===== config.mk =====
export PLATFORM = sky130hd
export DESIGN_NAME = hex_data_record_line_writer
export DESIGN_NICKNAME = d
export VERILOG_FILES = /design/src/rtl/hdrlw_pkg.sv /design/src/rtl/hdrlw_front.sv /design/src/rtl/hdrlw_cmd_fifo.sv /design/src/rtl/hdrlw_back.sv /design/src/rtl/hex_data_record_line_writer.sv
export SDC_FILE = /design/constraint.sdc
export NUM_CORES = 1
export LEC_CHECK = 0
export ABC_CLOCK_PERIOD_IN_PS = 6100
export BUFFER_PORTS_ARGS = -buffer_cell sky130_fd_sc_hd__buf_2
export CAP_MARGIN = 20
export CELL_PAD_IN_SITES_DETAIL_PLACEMENT = 1
export CELL_PAD_IN_SITES_GLOBAL_PLACEMENT = 1
export CORE_MARGIN = 5
export CORE_UTILIZATION = 52
export DETAILED_ROUTE_END_ITERATION = 12
export PLACE_DENSITY_LB_ADDON = 0.1
export SLEW_MARGIN = 20
export SYNTH_ARGS = -nofsm -noshare
export SYNTH_HDL_FRONTEND = slang
export SYNTH_SLANG_ARGS = --single-unit

===== constraint.sdc =====
create_clock -name clk -period 6.1 [get_ports clk]
set_clock_uncertainty 0.1 [all_clocks]
set_input_delay 0.305 -clock clk [delete_from_list [all_inputs] [get_ports clk]]
set_output_delay 0.305 -clock clk [all_outputs]
set_load 0.05 [all_outputs]

===== src/rtl/hdrlw_pkg.sv =====
`timescale 1ns / 1ps

package hdrlw_pkg;

    // Input operation codes
    localparam logic OP_START = 1'b0;
    localparam logic OP_DATA  = 1'b1;

    // ASCII characters of the record line
    localparam logic [7:0] CHAR_COLON = 8'h3A;
    localparam logic [7:0] CHAR_ZERO  = 8'h30;
    localparam logic [7:0] CHAR_CR    = 8'h0D;
    localparam logic [7:0] CHAR_LF    = 8'h0A;
    localparam logic [7:0] CHAR_NUL   = 8'h00;

    // Record type of a data record
    localparam logic [7:0] REC_TYPE_DATA = 8'h00;

    // Characters of a record line, colon and CR LF included, apart from two per data byte
    localparam logic [9:0] LINE_FIXED_LEN = 10'd13;

    // Command queue between front and back
    localparam int CMD_DEPTH   = 4;
    localparam int CMD_PTR_W   = $clog2(CMD_DEPTH);
    localparam int CMD_COUNT_W = $clog2(CMD_DEPTH + 1);

    // Last step of the header and data parts, and number of trailer steps, in the back end
    localparam logic [3:0] HDR_LAST_STEP  = 4'd8;
    localparam logic [3:0] DATA_LAST_STEP = 4'd1;
    localparam logic [3:0] TRAILER_STEPS  = 4'd5;

    typedef enum logic
    {
        CMD_HEADER,
        CMD_DATA
    } cmd_kind_t;

    // One unit of work for the back end
    typedef struct packed
    {
        cmd_kind_t   kind;
        logic [7:0]  count;
        logic [15:0] address;
        logic [7:0]  data;
        logic        trailer;
        logic [7:0]  checksum;
        logic [9:0]  length;
    } cmd_t;

    // Upper-case hex digit of a nibble
    function automatic logic [7:0] hex_char(input logic [3:0] nib);
        logic [7:0] c;
        if (nib < 4'd10)
        begin
            c = CHAR_ZERO + {4'd0, nib};
        end
        else
        begin
            c = 8'h37 + {4'd0, nib};
        end
        return c;
    endfunction

endpackage


===== src/rtl/hdrlw_front.sv =====
`timescale 1ns / 1ps

module hdrlw_front
    import hdrlw_pkg::*;
(
    input  logic        clk,
    input  logic        rst_n,
    input  logic        accept,
    input  logic        operation,
    input  logic [15:0] load_address,
    input  logic [7:0]  byte_count,
    input  logic [7:0]  data_byte,
    output logic        cmd_push,
    output cmd_t        cmd
);

    logic       record_open_reg, record_open_next;
    logic [7:0] bytes_left_reg, bytes_left_next;
    logic [7:0] record_size_reg, record_size_next;
    logic [7:0] running_sum_reg, running_sum_next;

    logic [7:0] header_sum;
    logic [7:0] data_sum;
    logic       data_ok;

    assign header_sum = byte_count + load_address[15:8] + load_address[7:0] + REC_TYPE_DATA;
    assign data_sum   = running_sum_reg + data_byte;
    assign data_ok    = record_open_reg && (bytes_left_reg != 8'd0);

    // Classify the beat and update record state
    always_comb
    begin
        record_open_next = record_open_reg;
        bytes_left_next  = bytes_left_reg;
        record_size_next = record_size_reg;
        running_sum_next = running_sum_reg;
        cmd_push         = 1'b0;
        cmd.kind         = CMD_HEADER;
        cmd.count        = byte_count;
        cmd.address      = load_address;
        cmd.data         = data_byte;
        cmd.trailer      = 1'b0;
        cmd.checksum     = 8'd0;
        cmd.length       = 10'd0;
        if (accept)
        begin
            if (operation == OP_START)
            begin
                record_open_next = (byte_count != 8'd0);
                bytes_left_next  = byte_count;
                record_size_next = byte_count;
                running_sum_next = header_sum;
                cmd_push         = 1'b1;
                cmd.kind         = CMD_HEADER;
                cmd.trailer      = (byte_count == 8'd0);
                cmd.checksum     = 8'd0 - header_sum;
                cmd.length       = {1'b0, byte_count, 1'b0} + LINE_FIXED_LEN;
            end
            else if (data_ok)
            begin
                running_sum_next = data_sum;
                bytes_left_next  = bytes_left_reg - 8'd1;
                cmd_push         = 1'b1;
                cmd.kind         = CMD_DATA;
                cmd.trailer      = (bytes_left_reg == 8'd1);
                cmd.checksum     = 8'd0 - data_sum;
                cmd.length       = {1'b0, record_size_reg, 1'b0} + LINE_FIXED_LEN;
                if (bytes_left_reg == 8'd1)
                begin
                    record_open_next = 1'b0;
                end
            end
        end
    end

    always_ff @(posedge clk or negedge rst_n)
    begin
        if (!rst_n)
        begin
            record_open_reg <= 1'b0;
            bytes_left_reg  <= 8'd0;
            record_size_reg <= 8'd0;
            running_sum_reg <= 8'd0;
        end
        else
        begin
            record_open_reg <= record_open_next;
            bytes_left_reg  <= bytes_left_next;
            record_size_reg <= record_size_next;
            running_sum_reg <= running_sum_next;
        end
    end

    // An open record always expects at least one more byte
    a_open_has_bytes: assert property (@(posedge clk) disable iff (!rst_n)
        record_open_reg |-> (bytes_left_reg != 8'd0))
        else $error("open record with no bytes left");

endmodule


===== src/rtl/hdrlw_cmd_fifo.sv =====
`timescale 1ns / 1ps

module hdrlw_cmd_fifo
    import hdrlw_pkg::*;
(
    input  logic clk,
    input  logic rst_n,
    input  logic wr_en,
    input  cmd_t wr_cmd,
    output logic full,
    input  logic rd_en,
    output cmd_t rd_cmd,
    output logic rd_valid
);

    cmd_t mem [CMD_DEPTH];

    logic [CMD_PTR_W-1:0]   wr_ptr_reg, wr_ptr_next;
    logic [CMD_PTR_W-1:0]   rd_ptr_reg, rd_ptr_next;
    logic [CMD_COUNT_W-1:0] count_reg, count_next;

    assign full     = (count_reg == CMD_COUNT_W'(CMD_DEPTH));
    assign rd_valid = (count_reg != '0);
    assign rd_cmd   = mem[rd_ptr_reg];

    // Pointer and occupancy update
    always_comb
    begin
        wr_ptr_next = wr_ptr_reg;
        rd_ptr_next = rd_ptr_reg;
        count_next  = count_reg;
        if (wr_en)
        begin
            wr_ptr_next = wr_ptr_reg + 1'b1;
        end
        if (rd_en)
        begin
            rd_ptr_next = rd_ptr_reg + 1'b1;
        end
        if (wr_en && !rd_en)
        begin
            count_next = count_reg + 1'b1;
        end
        else if (!wr_en && rd_en)
        begin
            count_next = count_reg - 1'b1;
        end
    end

    always_ff @(posedge clk or negedge rst_n)
    begin
        if (!rst_n)
        begin
            wr_ptr_reg <= '0;
            rd_ptr_reg <= '0;
            count_reg  <= '0;
        end
        else
        begin
            wr_ptr_reg <= wr_ptr_next;
            rd_ptr_reg <= rd_ptr_next;
            count_reg  <= count_next;
        end
    end

    // Storage
    always_ff @(posedge clk)
    begin
        if (wr_en)
        begin
            mem[wr_ptr_reg] <= wr_cmd;
        end
    end

    a_no_overflow: assert property (@(posedge clk) disable iff (!rst_n)
        !(wr_en && full))
        else $error("command queue overflow");

    a_no_underflow: assert property (@(posedge clk) disable iff (!rst_n)
        !(rd_en && !rd_valid))
        else $error("command queue underflow");

endmodule


===== src/rtl/hdrlw_back.sv =====
`timescale 1ns / 1ps

module hdrlw_back
    import hdrlw_pkg::*;
(
    input  logic       clk,
    input  logic       rst_n,
    input  logic       cmd_valid,
    input  cmd_t       cmd,
    output logic       cmd_pop,
    input  logic       pop,
    output logic       empty,
    output logic [7:0] text_char,
    output logic       line_done,
    output logic [9:0] line_length
);

    cmd_t       cur_reg, cur_next;
    logic       cur_valid_reg, cur_valid_next;
    logic [3:0] step_reg, step_next;

    logic       out_valid_reg, out_valid_next;
    logic [7:0] out_char_reg, out_char_next;
    logic       out_done_reg, out_done_next;
    logic [9:0] out_len_reg, out_len_next;

    logic [3:0] body_last;
    logic [3:0] last_step;
    logic [3:0] trail_idx;
    logic       emit;
    logic       finish;
    logic       load;

    // Step bounds of the current command
    assign body_last = (cur_reg.kind == CMD_HEADER) ? HDR_LAST_STEP : DATA_LAST_STEP;
    assign last_step = cur_reg.trailer ? (body_last + TRAILER_STEPS) : body_last;
    assign trail_idx = step_reg - body_last - 4'd1;

    assign emit    = cur_valid_reg && (!out_valid_reg || pop);
    assign finish  = emit && (step_reg == last_step);
    assign load    = cmd_valid && (!cur_valid_reg || finish);
    assign cmd_pop = load;

    // Character of the current step
    always_comb
    begin
        out_char_next = CHAR_NUL;
        out_done_next = 1'b0;
        out_len_next  = 10'd0;
        if (step_reg <= body_last)
        begin
            if (cur_reg.kind == CMD_HEADER)
            begin
                case (step_reg)
                    4'd0:    out_char_next = CHAR_COLON;
                    4'd1:    out_char_next = hex_char(cur_reg.count[7:4]);
                    4'd2:    out_char_next = hex_char(cur_reg.count[3:0]);
                    4'd3:    out_char_next = hex_char(cur_reg.address[15:12]);
                    4'd4:    out_char_next = hex_char(cur_reg.address[11:8]);
                    4'd5:    out_char_next = hex_char(cur_reg.address[7:4]);
                    4'd6:    out_char_next = hex_char(cur_reg.address[3:0]);
                    4'd7:    out_char_next = hex_char(REC_TYPE_DATA[7:4]);
                    default: out_char_next = hex_char(REC_TYPE_DATA[3:0]);
                endcase
            end
            else if (step_reg == 4'd0)
            begin
                out_char_next = hex_char(cur_reg.data[7:4]);
            end
            else
            begin
                out_char_next = hex_char(cur_reg.data[3:0]);
            end
        end
        else
        begin
            case (trail_idx)
                4'd0:    out_char_next = hex_char(cur_reg.checksum[7:4]);
                4'd1:    out_char_next = hex_char(cur_reg.checksum[3:0]);
                4'd2:    out_char_next = CHAR_CR;
                4'd3:    out_char_next = CHAR_LF;
                default:
                begin
                    out_char_next = CHAR_NUL;
                    out_done_next = 1'b1;
                    out_len_next  = cur_reg.length;
                end
            endcase
        end
    end

    // Sequencing of commands and steps
    always_comb
    begin
        cur_next       = cur_reg;
        cur_valid_next = cur_valid_reg;
        step_next      = step_reg;
        if (load)
        begin
            cur_next       = cmd;
            cur_valid_next = 1'b1;
            step_next      = 4'd0;
        end
        else if (finish)
        begin
            cur_valid_next = 1'b0;
            step_next      = 4'd0;
        end
        else if (emit)
        begin
            step_next = step_reg + 4'd1;
        end
        if (emit)
        begin
            out_valid_next = 1'b1;
        end
        else if (pop)
        begin
            out_valid_next = 1'b0;
        end
        else
        begin
            out_valid_next = out_valid_reg;
        end
    end

    always_ff @(posedge clk or negedge rst_n)
    begin
        if (!rst_n)
        begin
            cur_valid_reg <= 1'b0;
            step_reg      <= 4'd0;
            out_valid_reg <= 1'b0;
        end
        else
        begin
            cur_valid_reg <= cur_valid_next;
            step_reg      <= step_next;
            out_valid_reg <= out_valid_next;
        end
    end

    // Payload registers
    always_ff @(posedge clk)
    begin
        cur_reg <= cur_next;
        if (emit)
        begin
            out_char_reg <= out_char_next;
            out_done_reg <= out_done_next;
            out_len_reg  <= out_len_next;
        end
    end

    assign empty       = !out_valid_reg;
    assign text_char   = out_char_reg;
    assign line_done   = out_done_reg;
    assign line_length = out_len_reg;

    a_step_in_range: assert property (@(posedge clk) disable iff (!rst_n)
        cur_valid_reg |-> (step_reg <= last_step))
        else $error("step counter ran past the command");

    a_done_is_nul: assert property (@(posedge clk) disable iff (!rst_n)
        (out_valid_reg && line_done) |-> (text_char == CHAR_NUL && line_length != 10'd0))
        else $error("line end beat is not a NUL with a length");

    a_len_only_on_done: assert property (@(posedge clk) disable iff (!rst_n)
        (out_valid_reg && !line_done) |-> (line_length == 10'd0))
        else $error("line length on a non-final beat");

endmodule


===== src/rtl/hex_data_record_line_writer.sv =====
`timescale 1ns / 1ps

// Intel HEX data record line writer.
// Input queue: a beat is taken when push is high and full is low. A start
// beat (operation 0) opens a record with load_address and byte_count and
// yields ':', count, address and type "00" as hex text (9 characters). A
// data beat yields two hex characters; after the last counted byte (or at
// once for a zero count) the checksum, CR, LF and a NUL follow. Data beats
// with no open record are taken and dropped.
// Output queue: one character per beat while empty is low, taken on pop.
// line_done and line_length (2n+13) are set on the closing NUL only.
// A beat passes the command queue, current command and output registers.
// One character per cycle while pop is high, set by the single output
// register; a data beat gives 2 characters (7 with trailer), a start 9 (14).
// A four-entry command queue sits between the classifier and the character
// sequencer, so input beats keep being taken while the receiver stalls until
// that queue fills; then full stays high until pop frees space.
// Reset empties both queues and closes any open record.

module hex_data_record_line_writer
    import hdrlw_pkg::*;
(
    input  logic        clk,
    input  logic        rst_n,
    input  logic        push,
    output logic        full,
    input  logic        operation,
    input  logic [15:0] load_address,
    input  logic [7:0]  byte_count,
    input  logic [7:0]  data_byte,
    output logic        empty,
    input  logic        pop,
    output logic [7:0]  text_char,
    output logic        line_done,
    output logic [9:0]  line_length
);

    logic accept;
    logic cmd_push;
    cmd_t cmd_in;
    logic cmd_pop;
    cmd_t cmd_out;
    logic cmd_valid;

    assign accept = push && !full;

    hdrlw_front u_front
    (
        .clk          (clk),
        .rst_n        (rst_n),
        .accept       (accept),
        .operation    (operation),
        .load_address (load_address),
        .byte_count   (byte_count),
        .data_byte    (data_byte),
        .cmd_push     (cmd_push),
        .cmd          (cmd_in)
    );

    hdrlw_cmd_fifo u_cmd_fifo
    (
        .clk      (clk),
        .rst_n    (rst_n),
        .wr_en    (cmd_push),
        .wr_cmd   (cmd_in),
        .full     (full),
        .rd_en    (cmd_pop),
        .rd_cmd   (cmd_out),
        .rd_valid (cmd_valid)
    );

    hdrlw_back u_back
    (
        .clk         (clk),
        .rst_n       (rst_n),
        .cmd_valid   (cmd_valid),
        .cmd         (cmd_out),
        .cmd_pop     (cmd_pop),
        .pop         (pop),
        .empty       (empty),
        .text_char   (text_char),
        .line_done   (line_done),
        .line_length (line_length)
    );

endmodule

==> qor.csv <==
stage,metric,value,unit
status,status,"finished, final reports clean",
final_layout,largest_reg_flops,208,
setup_path,crit_family,simple AND/OR/NAND/NOR gates,
final_layout,insertedDiodeCount,0,
synthesis,synth_area,14500,um^2
clocking,cts.htree.levels,2,
clocking,cts_sinks,316,
synthesis,netlist.area_leader.share,57.6,%
clocking,root_buffer,clkbuf_16,
floorplan,io_pins,58,
setup_path,crit_path_start,u_cmd_fifo.count_reg[2],
synthesis,synth_nets,1085,
clocking,clk_latency,0.52,ns
final_layout,layout-drive-gt1-share,17.3,%
setup_path,reg2reg_to,u_cmd_fifo.mem[2][24],
floorplan,fp.dieW,177,um
setup_path,r2r_slack,2.19,ns
final_layout,final_area,16500,um^2
synthesis,ys_types,73,
detailed_routing,vias_per_cell,5.72,
timing,hold_viol_final,0,
final_layout,fillCellCount,2658,
synthesis,synth_seq_cells,316,
synthesis,yosys.area.top_type,edfxtp_1,
timing,max_freq,256,MHz
clocking,cts.clk_slew.worst_paths,0.05,ns
synthesis,ys_warn_count,0,
synthesis,synth_area_per_cell,14.6,um^2
placed_design,io_buffers,56,
setup_path,crit_arrival,3.99,ns
setup_path,cp_cell_sequence,nor3b_1 > nor2b_1 > o21ai_2 > inv_2 > and2_2 > buf_4,
setup_path,crit_path_max_incr_delay,0.84,ns
final_layout,area_growth,13.8,%
floorplan,dieArea,31300,um^2
setup_path,r2r_cells,6,
setup_path,cp_slowest_cell,and2_2,
synthesis,async_reset_ff_share,12.0,%
timing,setup_viol,0,
detailed_routing,drt_iter0_markers,590,
placed_design,routabilityCongestion,0.859,
grt,grt_max_degree,57,
final_layout,multi_input_area,4830,um^2
setup_path,critPathCaptureType,flip-flop,
final_layout,regArea,9300,um^2
power,peakVddDrop,265,uV
detailed_routing,vias,8463,
setup_path,timing.critical_path.required,6.19,ns
setup_path,cp_num_buf_inv,2,
timing,tns,0,ns
grt,antenna_found_initial,2,
grt,grt_pass1_wl,52200,um
setup_path,crit_cells,6,
setup_path,cp-endpoint,u_cmd_fifo.mem[2][24],
clocking,numCtsBuffers,34,
placed_design,place_area,15100,um^2
final_layout,fin_nets,1168,
timing,finalCritPeriodShare,64.1,%
synthesis,synth-edff-count,278,
min_path,hold_class,in -> reg,
setup_path,r2r-start,u_cmd_fifo.count_reg[2],
synthesis,syn-instance-count,994,
detailed_routing,drtPass1Iterations,5,
synthesis,synthTopCellsByArea,"edfxtp_1, mux4_2, dfrtp_1, ha_1, nand2_1",
synthesis,yosysMostFrequentCell,edfxtp_1,
clocking,cts_tree,built,
detailed_routing,ant_nets,0,
min_path,min_from,data_byte[7],
placed_design,hpwlAfterDp,22600,um
synthesis,synth_common_cells,"edfxtp_1, nand2_1, inv_1, mux4_2, a21oi_1",
floorplan,coreArea,27600,um^2
power,pwr_density_cell,482,nW/um^2
floorplan,die_h,177,um
grt,groute.usage.overall,21.8,%
detailed_routing,finalWirelength,33200,um
timing,worst_pin_slew,0.903,ns
clocking,cts.path.max_buffers,3,
detailed_routing,wl_per_cell,22.5,um
timing,slew_headroom,39.8,%
flow_run,drv_cap,0,
timing,fin_ws,2.19,ns
detailed_routing,drcViolationCount,0,
grt,grt-ovfl-total,0,
synthesis,synthFlopType,edfxtp_1,
timing,rsz0062_at_grt,false,
setup_path,criticalPathCategory,reg -> reg,
power,p_leak,5.96,nW
timing,drv_slew,0,
grt,grt_pass1_vias,8979,
placed_design,dp_slack,2.18,ns
timing,period_needed,3.91,ns
floorplan,initial_utilization,52.5,%
floorplan,rows,61,
setup_path,cp_max_fo,33,
setup_path,start_kind,flip-flop,
synthesis,yosysSeqAreaShare,64.1,%
-- metrics by stage --
step,hold slack [ns],instances,total power [mW],util [%]
floorplan,-0.0906,994,5.16,-
global placement,0.313,1395,5.84,54.8
detailed placement,0.317,1395,5.93,54.8
CTS,0.00877,1479,8.03,59.7
global route,0.0104,1479,8.40,59.7
finish,0.0335,1479,7.96,59.7
-- power breakdown --
part           switching, mW  internal [mW]  leakage, nW  total (mW)
sequential             0.299           2.97         3.02        3.27
clock                  0.825           1.23        0.548        2.06
combinational           1.61           1.02         2.40        2.63
-- logic make-up after synthesis --
logic type / count (synthesis) / share of synthesized area [%]
AND/OR/NAND/NOR: 223 / 7.47
other: 1 / 0.0259
flip-flops: 316 / 64.1
AO/OA/AOI/OAI: 190 / 8.59
adder cells (fa/ha/maj): 54 / 5.18
buffers and inverters: 96 / 2.68
multiplexers: 56 / 8.37
XOR/XNOR: 58 / 3.56
-- area by class of cell --
cell class	count	share of cell area, %
clock buffers	44	5.51
clock inverters	16	1.26
inverters	57	1.30
multi-input cells	582	29.3
flip-flops and latches	316	56.4
well taps	378	2.87
repair buffers	86	3.43
-- how the worst min path moves through the flow --
stage	end	slack (ns)	depth (start not counted)
after floorplan	u_back.cur_valid_reg	-0.09	0
after global placement	u_back.step_reg[2]	0.31	2
after detailed placement	u_back.step_reg[2]	0.32	2
after CTS	u_cmd_fifo.mem[0][26]	0.009	1
after global routing	u_cmd_fifo.mem[0][26]	0.01	1
final	u_cmd_fifo.mem[0][26]	0.03	1
-- per-layer routing --
metal / routed length (um) / share of wire, % / vias to the layer above / GRT usage [%]
li1: - / - / 3944 / -
met1: 15100 / 46 / 4288 / 31.3
met2: 16000 / 48 / 183 / 35.8
met3: 1500 / 4.5 / 44 / 3.46
met4: 540 / 1.6 / 4 / 4.55
met5: 27 / 0.081 / - / 0
-- worst register-to-register path, stage by stage (launching register included) --
cell	delay, ns
dfrtp_1	0.41
nor3b_1	0.22
nor2b_1	0.72
o21ai_2	0.32
inv_2	0.49
and2_2	0.85
buf_4	0.46
-- cells in the final DEF, fill, tap and decap left out, types with 8 or more instances in the layout --
master,n
a31oi_1,10
o22ai_1,27
dfrtp_1,36
fa_1,10
a21oi_1,46
and2_1,12
dlygate4sd3_1,24
o211ai_1,8
nor3_1,11
edfxtp_1,278
nand4_1,8
nand3_1,12
inv_1,56
nor2_1,43
nand2b_1,9
clkbuf_16,35
ha_1,44
mux4_2,52
clkbuf_1,9
nor2b_1,9
nand2_1,89
xnor2_1,35
o21ai_0,42
buf_2,56
xor2_1,22
-- repair_timing --
item,in CTS,in global routing
hold buffers,24,0
setup buffers,0,0
hold endpoints to repair,126,0
gates resized for setup,0,0
Power figures use the tool's default switching activity.
